**config.mk**
```make
export PLATFORM = sky130hd
export DESIGN_NAME = ddf_front_flat
export DESIGN_NICKNAME = d
export VERILOG_FILES = /design/src/design/ddf_pkg.sv /design/src/design/ddf_in_if.sv /design/src/design/ddf_front.sv /design/src/flat_wrapper.sv
export SDC_FILE = /design/constraint.sdc
export NUM_CORES = 1
export LEC_CHECK = 0
export ABC_AREA = 0
export BUFFER_PORTS_ARGS = -buffer_cell sky130_fd_sc_hd__buf_2
export CELL_PAD_IN_SITES_DETAIL_PLACEMENT = 1
export CELL_PAD_IN_SITES_GLOBAL_PLACEMENT = 1
export CORE_ASPECT_RATIO = 1.5
export CORE_MARGIN = 4
export CORE_UTILIZATION = 46
export CTS_CLUSTER_SIZE = 28
export DETAILED_ROUTE_END_ITERATION = 6
export GPL_ROUTABILITY_DRIVEN = 0
export MAX_ROUTING_LAYER = met4
export PLACE_DENSITY_LB_ADDON = 0.1
export SLEW_MARGIN = 5
export SYNTH_ARGS = -nofsm -noshare
export SYNTH_HDL_FRONTEND = slang
export SYNTH_SLANG_ARGS = --single-unit
```
**constraint.sdc**
```tcl
create_clock -name clk -period 3.4 [get_ports clk]
set_clock_uncertainty 0.1 [all_clocks]
set_input_delay 0.34 -clock clk [delete_from_list [all_inputs] [get_ports clk]]
set_output_delay 0.34 -clock clk [all_outputs]
set_load 0.05 [all_outputs]
```
**src/design/ddf_pkg.sv**
```systemverilog
// Package for the decimal digit display framer.
// Holds frame widths, driver register codes, the set-up frame table and the
// divide-by-ten constants. No dependencies.
package ddf_pkg;

  // Field widths of the channels.
  localparam int NUM_W  = 32;
  localparam int ADDR_W = 4;
  localparam int DATA_W = 8;

  // Digit count limits and default.
  localparam int DEFAULT_NUM_DIGITS = 8;
  localparam int MAX_NUM_DIGITS     = 10;

  // Item kinds carried in the func field.
  localparam logic FUNC_INIT    = 1'b0;
  localparam logic FUNC_DISPLAY = 1'b1;

  // Set-up run: length and index width.
  localparam int INIT_FRAMES = 5;
  localparam int INIT_IDX_W  = $clog2(INIT_FRAMES);

  // Driver set-up register addresses.
  localparam logic [ADDR_W-1:0] ADDR_DECODE_MODE  = 4'h9;
  localparam logic [ADDR_W-1:0] ADDR_INTENSITY    = 4'hA;
  localparam logic [ADDR_W-1:0] ADDR_SCAN_LIMIT   = 4'hB;
  localparam logic [ADDR_W-1:0] ADDR_SHUTDOWN     = 4'hC;
  localparam logic [ADDR_W-1:0] ADDR_DISPLAY_TEST = 4'hF;

  // Driver set-up register values.
  localparam logic [DATA_W-1:0] DATA_DECODE_ALL   = 8'hFF;
  localparam logic [DATA_W-1:0] DATA_INTENSITY    = 8'h0F;
  localparam logic [DATA_W-1:0] DATA_SCAN_ALL     = 8'h07;
  localparam logic [DATA_W-1:0] DATA_NORMAL_OP    = 8'h01;
  localparam logic [DATA_W-1:0] DATA_TEST_OFF     = 8'h00;

  // Reciprocal of ten: floor(x / 10) == (x * RECIP10) >> RECIP_SHIFT for 32-bit x.
  localparam logic [NUM_W-1:0] RECIP10     = 32'hCCCC_CCCD;
  localparam int               RECIP_SHIFT = 35;

  // Queue between the front and the back.
  localparam int QDEPTH = 2;
  localparam int QPTR_W = $clog2(QDEPTH);
  localparam int QCNT_W = $clog2(QDEPTH + 1);

  // One classified item as it waits in the queue.
  typedef struct packed {
    logic             disp;
    logic [NUM_W-1:0] number;
  } ddf_item_t;

  // One register frame.
  typedef struct packed {
    logic [ADDR_W-1:0] addr;
    logic [DATA_W-1:0] data;
  } ddf_frame_t;

  // Set-up frame table, in send order.
  function automatic ddf_frame_t init_frame(input logic [INIT_IDX_W-1:0] idx);
    ddf_frame_t f;
    unique case (idx)
      3'd0:    f = '{addr: ADDR_DECODE_MODE,  data: DATA_DECODE_ALL};
      3'd1:    f = '{addr: ADDR_INTENSITY,    data: DATA_INTENSITY};
      3'd2:    f = '{addr: ADDR_SCAN_LIMIT,   data: DATA_SCAN_ALL};
      3'd3:    f = '{addr: ADDR_SHUTDOWN,     data: DATA_NORMAL_OP};
      default: f = '{addr: ADDR_DISPLAY_TEST, data: DATA_TEST_OFF};
    endcase
    return f;
  endfunction

endpackage

```
**src/design/ddf_in_if.sv**
```systemverilog
// Input channel of the display framer: command beats with func and number.
// Depends on ddf_pkg.
interface ddf_in_if import ddf_pkg::*; ();
  logic             valid;
  logic             ready;
  logic             func;
  logic [NUM_W-1:0] number;

  modport source (output valid, output func, output number, input ready);
  modport sink   (input valid, input func, input number, output ready);
endinterface

```
**src/design/ddf_front.sv**
```systemverilog
// Front of the display framer: accepts command beats, classifies them and
// holds them in a two-entry queue for the back. Depends on ddf_pkg, ddf_in_if.
module ddf_front import ddf_pkg::*; (
  input  logic      clk,
  input  logic      rst_n,
  ddf_in_if.sink    in_ch,
  output ddf_item_t q_item,
  output logic      q_valid,
  input  logic      q_ready
);

  ddf_item_t         mem_r [QDEPTH];
  logic [QPTR_W-1:0] wr_ptr_r, wr_ptr_nxt;
  logic [QPTR_W-1:0] rd_ptr_r, rd_ptr_nxt;
  logic [QCNT_W-1:0] count_r, count_nxt;
  logic              push, pop;
  ddf_item_t         new_item;

  // Classify the incoming beat.
  always_comb begin
    new_item.disp   = (in_ch.func == FUNC_DISPLAY);
    new_item.number = in_ch.number;
  end

  // Queue handshakes.
  assign in_ch.ready = (count_r != QCNT_W'(QDEPTH));
  assign push        = in_ch.valid && in_ch.ready;
  assign q_valid     = (count_r != '0);
  assign pop         = q_valid && q_ready;
  assign q_item      = mem_r[rd_ptr_r];

  // Pointer and fill count update.
  always_comb begin
    wr_ptr_nxt = wr_ptr_r;
    rd_ptr_nxt = rd_ptr_r;
    count_nxt  = count_r;
    if (push) begin
      wr_ptr_nxt = (wr_ptr_r == QPTR_W'(QDEPTH - 1)) ? '0 : wr_ptr_r + QPTR_W'(1);
    end
    if (pop) begin
      rd_ptr_nxt = (rd_ptr_r == QPTR_W'(QDEPTH - 1)) ? '0 : rd_ptr_r + QPTR_W'(1);
    end
    if (push && !pop) begin
      count_nxt = count_r + QCNT_W'(1);
    end else if (pop && !push) begin
      count_nxt = count_r - QCNT_W'(1);
    end
  end

  always_ff @(posedge clk) begin
    if (!rst_n) begin
      wr_ptr_r <= '0;
      rd_ptr_r <= '0;
      count_r  <= '0;
    end else begin
      wr_ptr_r <= wr_ptr_nxt;
      rd_ptr_r <= rd_ptr_nxt;
      count_r  <= count_nxt;
    end
  end

  // Queue storage; no reset needed on payload.
  always_ff @(posedge clk) begin
    if (push) begin
      mem_r[wr_ptr_r] <= new_item;
    end
  end

  // The fill count never exceeds the queue depth.
  a_count_bound: assert property (@(posedge clk) disable iff (!rst_n)
    count_r <= QCNT_W'(QDEPTH))
    else $error("queue fill count above depth");

  // The fill count tracks pushes and pops exactly.
  a_count_track: assert property (@(posedge clk) disable iff (!rst_n)
    (push && !pop) |=> count_r == $past(count_r) + QCNT_W'(1))
    else $error("queue fill count lost a push");

endmodule

```
**src/flat_wrapper.sv**
```systemverilog
// flat-port wrapper written by rule: the top's interface ports become plain ports
module ddf_front_flat import ddf_pkg::*;
  (clk, rst_n, q_item, q_valid, q_ready, in_ch_valid, in_ch_func, in_ch_number, in_ch_ready);
  ddf_in_if in_ch_i ();
  input  logic clk;
  input  logic rst_n;
  output ddf_item_t q_item;
  output logic q_valid;
  input  logic q_ready;
  input wire logic [$bits(in_ch_i.valid)-1:0] in_ch_valid;
  input wire logic [$bits(in_ch_i.func)-1:0] in_ch_func;
  input wire logic [$bits(in_ch_i.number)-1:0] in_ch_number;
  output wire logic [$bits(in_ch_i.ready)-1:0] in_ch_ready;
  assign in_ch_i.valid = in_ch_valid;
  assign in_ch_i.func = in_ch_func;
  assign in_ch_i.number = in_ch_number;
  assign in_ch_ready = in_ch_i.ready;
  ddf_front u_core (.clk(clk), .rst_n(rst_n), .in_ch(in_ch_i), .q_item(q_item), .q_valid(q_valid), .q_ready(q_ready));
endmodule
```
Word level (Yosys, flattened, before mapping)
Memory sizes are Yosys's and may differ from the RTL's. A register that Yosys moved wholly into a read port is not among the register bits.
Index checks and enable logic that the tools add are counted.
- memories: 1
- output and inout bits: 35
- logic and storage cells: 25
- RAM bits: 66
- bits in registers: 4
- input port bits: 37
- memories (name ; depth ; width ; read ports ; clocked after memory_dff ; wr ports ; RTL line ; source):
    u_core.mem_r ; 2 ; 33 ; 1 ; 1 ; 1 ; ddf_front.sv:12 ; ddf_item_t mem_r [QDEPTH];
- reductions and logical operators: 8
- mux-type cells: 8
- add/subtract/negate cells: 4
- equality and inequality tests: 1
- operator list (cell ; count):
    two-way mux 1 bit ; 6
    logical AND 1 bit ; 4
    two-way mux 2 bit ; 2
    nonzero test 2 bit ; 2
    adder 1 bit (second input constant) ; 2
    adder 2 x 1 -> 2 bit (second input constant) ; 1
    zero test 1 bit ; 2
    inequality test 2 bit (second input constant) ; 1
    subtractor 2 x 1 -> 2 bit (second input constant) ; 1

Longest topological paths before layout
Gate-level depths: netlist (run 1).
- depth after elaboration: 6
- mapped depth: 6

Least setup slack after synthesis (run 1)
No wires, ideal clock.
- kind: register to register
- start point: register u_core.count_r[0]
- end point: memory u_core.mem_r[1][0] in the netlist's numbering, enable pin
- cell stages (with the launch flop): 3
- data required time: 2907 ps
- buffers on the path: 0
- library setup time: 393 ps
- period minus slack after synthesis: 2030 ps
- arrival: 1536 ps
- slack: 1370 ps
- cell sequence: dfxtp_1 nand2b_4 and3_1
- longest elaborated chain between the ends: 4
- RTL lines (item ; RTL line ; source):
    start: declaration ; ddf_front.sv:15 ; logic [QCNT_W-1:0] count_r, count_nxt;
    start signal: assignment ; ddf_front.sv:58 ; count_r <= count_nxt;
    inequality test 2 bit ; ddf_front.sv:26 ; assign in_ch.ready = (count_r != QCNT_W'(QDEPTH));
    named net in_ch_ready ; flat_wrapper.sv:13 ; output wire logic [$bits(in_ch_i.ready)-1:0] in_ch_ready;
    logical AND 1 bit ; ddf_front.sv:27 ; assign push = in_ch.valid && in_ch.ready;
    two-way mux 1 bit ; ddf_front.sv:64 ; if (push) begin
    two-way mux 1 bit (not written as such) ; ddf_front.sv:65 ; mem_r[wr_ptr_r] <= new_item;
    end: declaration ; ddf_front.sv:12 ;
The timed path passes the listed nets, and every way through them passes these cells.

==> results.py, run 1 <==
metrics = {
    "hold_path": {
        "holdCritStartpoint": "in_ch_number[9]",
        "hold_path.class": "input pin to register",
    },
    "run": {
        "maxCapViolCount": 0,
    },
    "setup_path": {
        "cp.required_ns": 2.96,
        "crit_type": "register to output pin",
        "critical_path.cell_chain": "buf_4, mux2_2, buf_2",
        "cp_num_buf_inv": 2,
        "start_kind": "register",
        "timing.rr.start": "u_core.count_r[0]",
        "cp-end-kind": "output pin",
        "crit_slowest_cell": "dfxtp_1",
        "cp_max_fo": 27,
        "cpPeakStageDelay_ns": 0.51,
        "critical-path-top-delay-family": "buffers and inverters",
        "cp.arrival_ns": 1.86,
    },
    "synth": {
        "synthMuxAreaShare_pct": 14.2,
        "yosysTopAreaCellShare_pct": 75.8,
        "yosysSeqAreaShare_pct": 79.6,
        "ys_types": 19,
        "synth_area_um2": 2620,
        "synth-compound-area-share_pct": 1.34,
        "synth-xor-area-share_pct": 1.00,
        "synth-simple-area-share_pct": 2.49,
        "synth-adder-area-share_pct": 0.478,
        "syn-num-nets": 165,
        "ys_ff_latch": 71,
        "synth_cells": 127,
        "synth_top_cell_by_area": "edfxtp_1",
        "yosys_warnings": 0,
        "synth_top_family_by_area": "multiplexers",
        "avgSynthCellArea_um2": 20.6,
        "ys_top_cells_by_area": "edfxtp_1 (76%), mux2_2 (14%), dfxtp_1 (3.8%)",
    },
    "clock_tree": {
        "clock_latency_ns": 0.33,
        "cts_buffer_depth": 2,
        "cts_setup_buffers": 0,
        "tritoncts": "done",
        "holdBufCountCts": 0,
        "clkSinkCount": 71,
        "numCtsBuffers": 9,
        "cts_max_level": 3,
        "clk_pin_slew_worst_paths_ns": 0.07,
        "root_buffer": "clkbuf_8",
        "cts-resized-gates": 0,
    },
    "sta": {
        "finalWorstSetupSlack_ns": 1.10,
        "setup_viol": 0,
        "drv_slew": 0,
        "finalHoldViolCount": 0,
        "min_period_over_period_pct": 67.6,
        "layout_min_cycle_time_ns": 2.30,
        "max_freq_mhz": 435,
        "slew-limit-headroom_pct": 66.4,
        "setup_tns_ns": 0,
        "worst_slew_pin_slew_ns": 0.503,
        "rsz0062_at_grt": "no",
    },
    "final_layout": {
        "insertedDiodeCount": 0,
        "nNetsFinal": 246,
        "stdcell_count": 283,
        "drive_gt1_share_pct": 58.2,
        "syn2layout_area_growth_pct": 24.2,
    },
    "floorplan": {
        "die_area_um2": 6980,
        "num_rows": 33,
        "die_h_um": 100,
        "core_um2": 5490,
        "initial_core_util_pct": 47.6,
        "pin_count": 72,
        "die_x_um": 69.6,
    },
    "power": {
        "p_seq_share_pct": 41.2,
        "power.switching_mw": 1.05,
        "leakage_nw": 1.23,
        "ir_worst_vdd_mv": 0.496,
        "power_frac_clock_pct": 22.5,
        "p_int_mw": 1.72,
        "p_comb_share_pct": 36.3,
        "power_density_nw_per_um2": 853,
        "switching_share_pct": 37.9,
        "power_mw": 2.77,
    },
    "route": {
        "drcViolationCount": 0,
        "firstDrtPassIters": 4,
        "antenna_left": 0,
        "vias": 1383,
        "drtIter0Drc": 94,
        "via_per_inst": 4.89,
        "drt_wl_total_um": 4660,
        "wl_per_cell_um": 16.5,
    },
    "placement": {
        "hpwlAfterDp_um": 3310,
        "dp_worst_setup_slack_ns": 1.43,
        "dp.cells": 267,
        "portBuffers": 71,
    },
    "global_routing": {
        "grt_overflow": 0,
        "grt_usage_pct": 15.0,
        "grt_pass1_wl_um": 7500,
        "grt_max_degree": 34,
        "antenna_found_initial": 0,
        "grt_pass1_vias": 1517,
    },
    "run_status": {
        "outcome": "complete, no violations",
    },
}
[per-layer routing]
| metal | wire length [um] | up-vias | track usage [%] |
|---|---|---|---|
| li1 | - | 660 | - |
| met4 | 74 | 0 | 6.32 |
| met3 | 255 | 6 | 4.91 |
| met2 | 2610 | 47 | 26.0 |
| met5 | 0 | - | - |
| met1 | 1720 | 670 | 15.6 |
[final cells by class]
class | count | area (um^2)
fillers | 534 | 2240
repair buffers | 74 | 378
clock inverters | 7 | 63.8
flip-flops and latches | 71 | 2080
clock buffers | 9 | 124
inverters | 1 | 3.75
well taps | 70 | 87.6
multi-input cells | 51 | 510
[worst paths after layout]
check,end,slack (ns),cells after the start
hold reg to reg,u_core.count_r[1],0.46,2
setup / recovery,q_item[7],1.10,3
setup reg to reg,u_core.mem_r[0][20],1.48,4
hold / removal,u_core.mem_r[1][9],0.09,1
[kinds of logic after synthesis]
| kind of cell | Yosys count |
|---|---|
| AOI/OAI and AO/OA | 5 |
| xor gates and xnor gates | 3 |
| adders and majority gates | 1 |
| buffers and inverters | 5 |
| DFF | 71 |
| muxes | 33 |
| and+or+nand+nor | 9 |
[cell usage in the layout (no fill, tap or decap), types with 2 or more instances in the layout]
cell	instances
clkinv_2	2
mux2_2	33
buf_2	71
buf_4	3
xnor2_1	2
and2_1	4
edfxtp_1	66
clkinv_1	2
clkbuf_8	9
dfxtp_1	5
[synth_stat cells]
master	instances
a21boi_1	1
a21boi_0	1
or3_1	1
dfxtp_1	5
mux2_2	33
edfxtp_1	66
o21ai_0	1
nand3b_1	1
and2_1	4
a21bo_2	1
inv_1	1
xnor2_1	2
nand2b_4	1
ha_1	1
or2_2	1
buf_2	4
xor2_1	1
and3_1	1
o21ai_1	1
[power by group through the flow]
stage | logic (mW) | clock network (mW) | registers [mW]
floorplan | 0.818 | 0 | 1.14
global placement | 1.00 | 0 | 1.15
detailed placement | 1.02 | 0 | 1.16
CTS | 1.02 | 0.648 | 1.14
global route | 1.06 | 0.691 | 1.16
finish | 1.01 | 0.624 | 1.14
[state kept, by name, indices dropped and copies added, names as in the netlist, named ones only]
register,flops
u_core.count_r,2
u_core.wr_ptr_r,1
u_core.rd_ptr_r,1
u_core.mem_r,66
[through the flow]
stage / hold WS (ns) / area (um^2) / util (%)
2_1_floorplan: 0.339 / 2620 / -
3_3_place_gp: 0.427 / 3060 / 55.8
3_5_place_dp: 0.432 / 3060 / 55.8
4_1_cts: 0.0672 / 3250 / 59.2
5_1_grt: 0.0698 / 3250 / 59.2
6_report: 0.0909 / 3250 / 59.2
(Power assumes the default switching activity.)
==> run 2: changes to the inputs <==
CORE_UTILIZATION = 39   (was 46)
clock period = 1.9 ns   (was 3.4 ns; I/O delays follow)
==> results.py, run 2 (synthesis gave the netlist of run 1 again) <==
metrics = {
    "run_status": {
        "outcome": "complete, no violations",
    },
    "route": {
        "vias": 1513,
        "wl_per_cell_um": 16.0,
        "drcViolationCount": 0,
        "drt_wl_total_um": 5180,
        "antenna_left": 0,
        "via_per_inst": 4.68,
        "drtIter0Drc": 133,
        "firstDrtPassIters": 4,
    },
    "final_layout": {
        "mostFrequentLayoutCell": "buf_2",
        "syn2layout_area_growth_pct": 37.9,
        "drive_gt1_share_pct": 50.2,
        "insertedDiodeCount": 0,
        "reg_top3": "u_core.mem_r: 66 flops, u_core.count_r: 2 flops",
        "final_util_pct": 55.2,
        "final_cell_mix": "buf_2 (71), edfxtp_1 (66), mux2_2 (33), dlygate4sd3_1 (33), clkbuf_8 (11)",
        "largest_reg_flops": 66,
        "largest_register": "u_core.mem_r",
        "nNetsFinal": 280,
    },
    "setup_path": {
        "cp-end-kind": "output pin",
        "start_kind": "register",
        "crit_type": "register to output pin",
        "cp_num_buf_inv": 2,
        "cp.required_ns": 1.61,
        "cp.arrival_ns": 1.53,
        "cp_max_fo": 17,
        "cpPeakStageDelay_ns": 0.37,
        "critical-path-top-delay-family": "buffers and inverters",
        "crit_slowest_cell": "mux2_2",
        "critical_path.cell_chain": "buf_4, mux2_2, buf_2",
    },
    "clock_tree": {
        "cts_setup_buffers": 0,
        "clock_latency_ns": 0.34,
        "clkSinkCount": 71,
        "root_buffer": "clkbuf_8",
        "cts_max_level": 3,
        "cts_buffer_depth": 2,
        "numCtsBuffers": 9,
        "tritoncts": "done",
        "clk_pin_slew_worst_paths_ns": 0.07,
    },
    "floorplan": {
        "die_area_um2": 8110,
        "initial_core_util_pct": 40.1,
        "die_h_um": 108,
        "core_um2": 6530,
        "die_x_um": 74.9,
        "num_rows": 36,
        "pin_count": 72,
    },
    "hold_path": {
        "hold_path.class": "input pin to register",
    },
    "sta": {
        "rsz0062_at_grt": "yes",
        "setup_tns_ns": 0,
        "max_freq_mhz": 551,
        "min_period_over_period_pct": 95.6,
        "finalHoldViolCount": 0,
        "layout_min_cycle_time_ns": 1.82,
        "setup_viol": 0,
        "drv_slew": 0,
        "worst_slew_pin_slew_ns": 0.266,
        "slew-limit-headroom_pct": 82.4,
    },
    "power": {
        "power_mw": 4.99,
        "power_density_nw_per_um2": 1380,
        "ir_worst_vdd_mv": 0.811,
        "leakage_nw": 1.36,
    },
    "global_routing": {
        "grt_usage_pct": 14.9,
        "antenna_found_initial": 0,
        "grt_max_degree": 34,
        "grt_pass1_vias": 1696,
        "grt_overflow": 0,
        "grt_pass1_wl_um": 8260,
    },
    "placement": {
        "portBuffers": 71,
        "hpwlAfterDp_um": 3410,
    },
    "run": {
        "maxCapViolCount": 0,
    },
}
run 2: repair_timing:
| item | CTS | global route |
|---|---|---|
| endpoints found under the setup margin | 0 | 4 |
| gates resized for setup | 0 | 0 |
| hold buffers | 33 | 0 |
| endpoints found under the hold margin | 66 | 0 |
run 2: metrics by stage:
stage          setup slack (ns)  hold slack [ns]  instances  instance area (um^2)
2_1_floorplan             0.198            0.189        127                  2620
3_3_place_gp              0.315            0.279        274                  3110
6_report                 0.0838           0.0168        323                  3610
3_5_place_dp              0.186            0.282        274                  3110
4_1_cts                  0.0435          0.00346        323                  3610
5_1_grt                -0.00794           0.0228        323                  3610
run 2: per-layer routing:
metal	part of all wire (%)	track usage, %	vias to the layer above
li1	-	-	727
met1	39	15.5	729
met2	53	24.8	47
met3	5.6	4.19	10
met4	2.4	8.02	0
met5	0	-	-
run 2: final timing paths:
| check | from | to | slack (ns) | depth (start not counted) |
|---|---|---|---|---|
| hold reg to reg | u_core.rd_ptr_r | register | 0.49 | 2 |
| hold / removal | rst_n | register | 0.02 | 2 |
| setup / recovery | register | q_item[13] | 0.08 | 3 |
| setup reg to reg | u_core.count_r[0] | u_core.count_r[1] | 0.18 | 5 |
run 2: area by class of cell:
type | instances | area [um^2]
Tap cell | 76 | 95.1
Sequential cell | 71 | 2080
Multi-Input combinational cell | 51 | 512
Clock buffer | 15 | 166
Inverter | 1 | 7.51
Timing Repair Buffer | 108 | 741
Clock inverter | 1 | 3.75
Fill cell | 639 | 2920
run 2: worst register-to-register path: stages, from the launching register on:
cell      delay (ns)
dfxtp_1         0.36
nand2b_4        0.18
and2_1          0.16
ha_1            0.31
or3_1           0.37
a21boi_1        0.17
run 2: power breakdown:
| group | internal, mW | total, mW | switching [mW] |
|---|---|---|---|
| combinational | 0.605 | 1.92 | 1.31 |
| sequential | 1.96 | 2.03 | 0.0725 |
| clock | 0.544 | 1.04 | 0.498 |
==> run 3: changes to the inputs <==
RECOVER_POWER = 50   (was not set)
SLEW_MARGIN = not set   (was 5)
==> results.py, run 3 (synthesis gave the netlist of run 1 again) <==
metrics = {
    "run_status": {
        "outcome": "complete, no violations",
    },
    "hold_path": {
        "holdCritStartpoint": "rst_n",
        "hold_path.class": "input pin to register",
        "hold_path_depth": 2,
    },
    "route": {
        "drcViolationCount": 0,
        "vias": 1503,
        "firstDrtPassIters": 4,
        "drt_wl_total_um": 5160,
        "drtIter0Drc": 127,
        "antenna_left": 0,
        "via_per_inst": 4.65,
        "wl_per_cell_um": 16.0,
    },
    "setup_path": {
        "cp_max_fo": 17,
        "cp-end-kind": "output pin",
        "worstRegToRegCells": 5,
        "rr_endpoint": "u_core.count_r[1]",
        "timing.rr.start": "u_core.count_r[0]",
        "crit_type": "register to output pin",
        "cp.required_ns": 1.61,
        "start_kind": "register",
        "reg2reg_slack_ns": 0.11,
        "cp.arrival_ns": 1.53,
    },
    "global_routing": {
        "grt_max_degree": 34,
        "grt_usage_pct": 14.9,
        "grt_overflow": 0,
        "grt_pass1_wl_um": 8260,
        "antenna_found_initial": 0,
        "grt_pass1_vias": 1696,
    },
    "sta": {
        "rsz0062_at_grt": "yes",
        "fin_hold_ws_ns": 0.0141,
        "setup_viol": 0,
        "setup_tns_ns": 0,
        "finalWorstSetupSlack_ns": 0.0837,
        "min_period_over_period_pct": 95.6,
        "max_freq_mhz": 551,
        "drv_slew": 0,
        "finalHoldViolCount": 0,
        "worst_slew_pin_slew_ns": 0.452,
        "layout_min_cycle_time_ns": 1.82,
        "slew-limit-headroom_pct": 69.9,
    },
    "placement": {
        "dp_worst_setup_slack_ns": 0.186,
        "hpwlAfterDp_um": 3410,
        "portBuffers": 71,
        "dp.cells": 274,
        "dpl_cell_area_um2": 3110,
    },
    "clock_tree": {
        "numCtsBuffers": 9,
        "clkSinkCount": 71,
        "cts_setup_buffers": 0,
        "root_buffer": "clkbuf_8",
        "clk_pin_slew_worst_paths_ns": 0.07,
        "cts_max_level": 3,
        "cts-resized-gates": 0,
        "clock_latency_ns": 0.33,
        "tritoncts": "done",
        "cts_buffer_depth": 2,
    },
    "final_layout": {
        "mostFrequentLayoutCell": "edfxtp_1",
        "drive_gt1_share_pct": 40.5,
        "final_util_pct": 54.5,
        "nNetsFinal": 280,
        "insertedDiodeCount": 0,
        "final_cell_mix": "edfxtp_1 (66), buf_2 (48), mux2_2 (33), dlygate4sd3_1 (33), clkbuf_1 (27)",
        "reg_top3": "u_core.mem_r: 66 flops, u_core.count_r: 2 flops",
        "largest_reg_flops": 66,
        "largest_register": "u_core.mem_r",
        "fin_area_um2": 3560,
        "stdcell_count": 323,
        "syn2layout_area_growth_pct": 36.0,
    },
    "power": {
        "switching_share_pct": 37.8,
        "p_comb_share_pct": 38.1,
        "p_int_mw": 3.08,
        "leakage_nw": 1.29,
        "power_density_nw_per_um2": 1390,
        "power.switching_mw": 1.87,
        "power_mw": 4.95,
        "ir_worst_vdd_mv": 0.815,
        "power_frac_clock_pct": 21.0,
        "p_seq_share_pct": 40.9,
    },
    "floorplan": {
        "initial_core_util_pct": 40.1,
        "die_x_um": 74.9,
        "core_um2": 6530,
        "pin_count": 72,
        "die_area_um2": 8110,
        "die_h_um": 108,
        "num_rows": 36,
    },
    "run": {
        "maxCapViolCount": 0,
    },
}
==> run 3: cell count changes in the layout (fill, tap and decap cells not counted), sizes merged <==
cell,delta
buf,-23
clkbuf,+23
==> run 3: metal layers <==
layer / share of wire, % / GRT usage (%) / vias to the layer above
li1: - / - / 725
met1: 38 / 15.5 / 729
met2: 55 / 24.8 / 45
met3: 5.5 / 4.19 / 4
met4: 1.4 / 8.02 / 0
met5: 0 / - / -
==> run 3: what timing repair did <==
item	in CTS	in global routing
endpoints found under the hold margin	66	0
setup endpoints to repair	0	4
hold buffers	33	0
==> run 3: worst max path at each step <==
stage | cells past startpoint | slack (ns) | to
floorplan | 3 | 0.20 | u_core.mem_r[0][0]
global placement | 5 | 0.31 | u_core.count_r[1]
detailed placement | 5 | 0.19 | u_core.count_r[1]
CTS | 3 | 0.04 | q_item[13]
global route | 3 | -0.008 | q_item[15]
finish | 3 | 0.08 | q_item[22]
==> run 3: area by class of cell <==
| cell class | instances | area, um^2 |
|---|---|---|
| Timing Repair Buffer | 108 | 699 |
| Inverter | 1 | 7.51 |
| Sequential cell | 71 | 2080 |
| Clock inverter | 1 | 3.75 |
| Clock buffer | 15 | 166 |
| Fill cell | 647 | 2970 |
| Multi-Input combinational cell | 51 | 504 |
| Tap cell | 76 | 95.1 |
==> run 3: worst max-delay path, stage by stage (launching register included) <==
cell,delay [ns]
dfxtp_1,0.34
buf_4,0.26
mux2_2,0.37
buf_2,0.21
==> run 3: power by group through the flow <==
stage                     clock [mW]  sequential (mW)  combinational, mW
after floorplan                    0             2.04               1.47
after global routing            1.17             2.05               2.00
final                           1.04             2.02               1.89
after CTS                       1.08             2.03               1.95
after global placement             0             2.05               1.86
after detailed placement           0             2.07               1.89
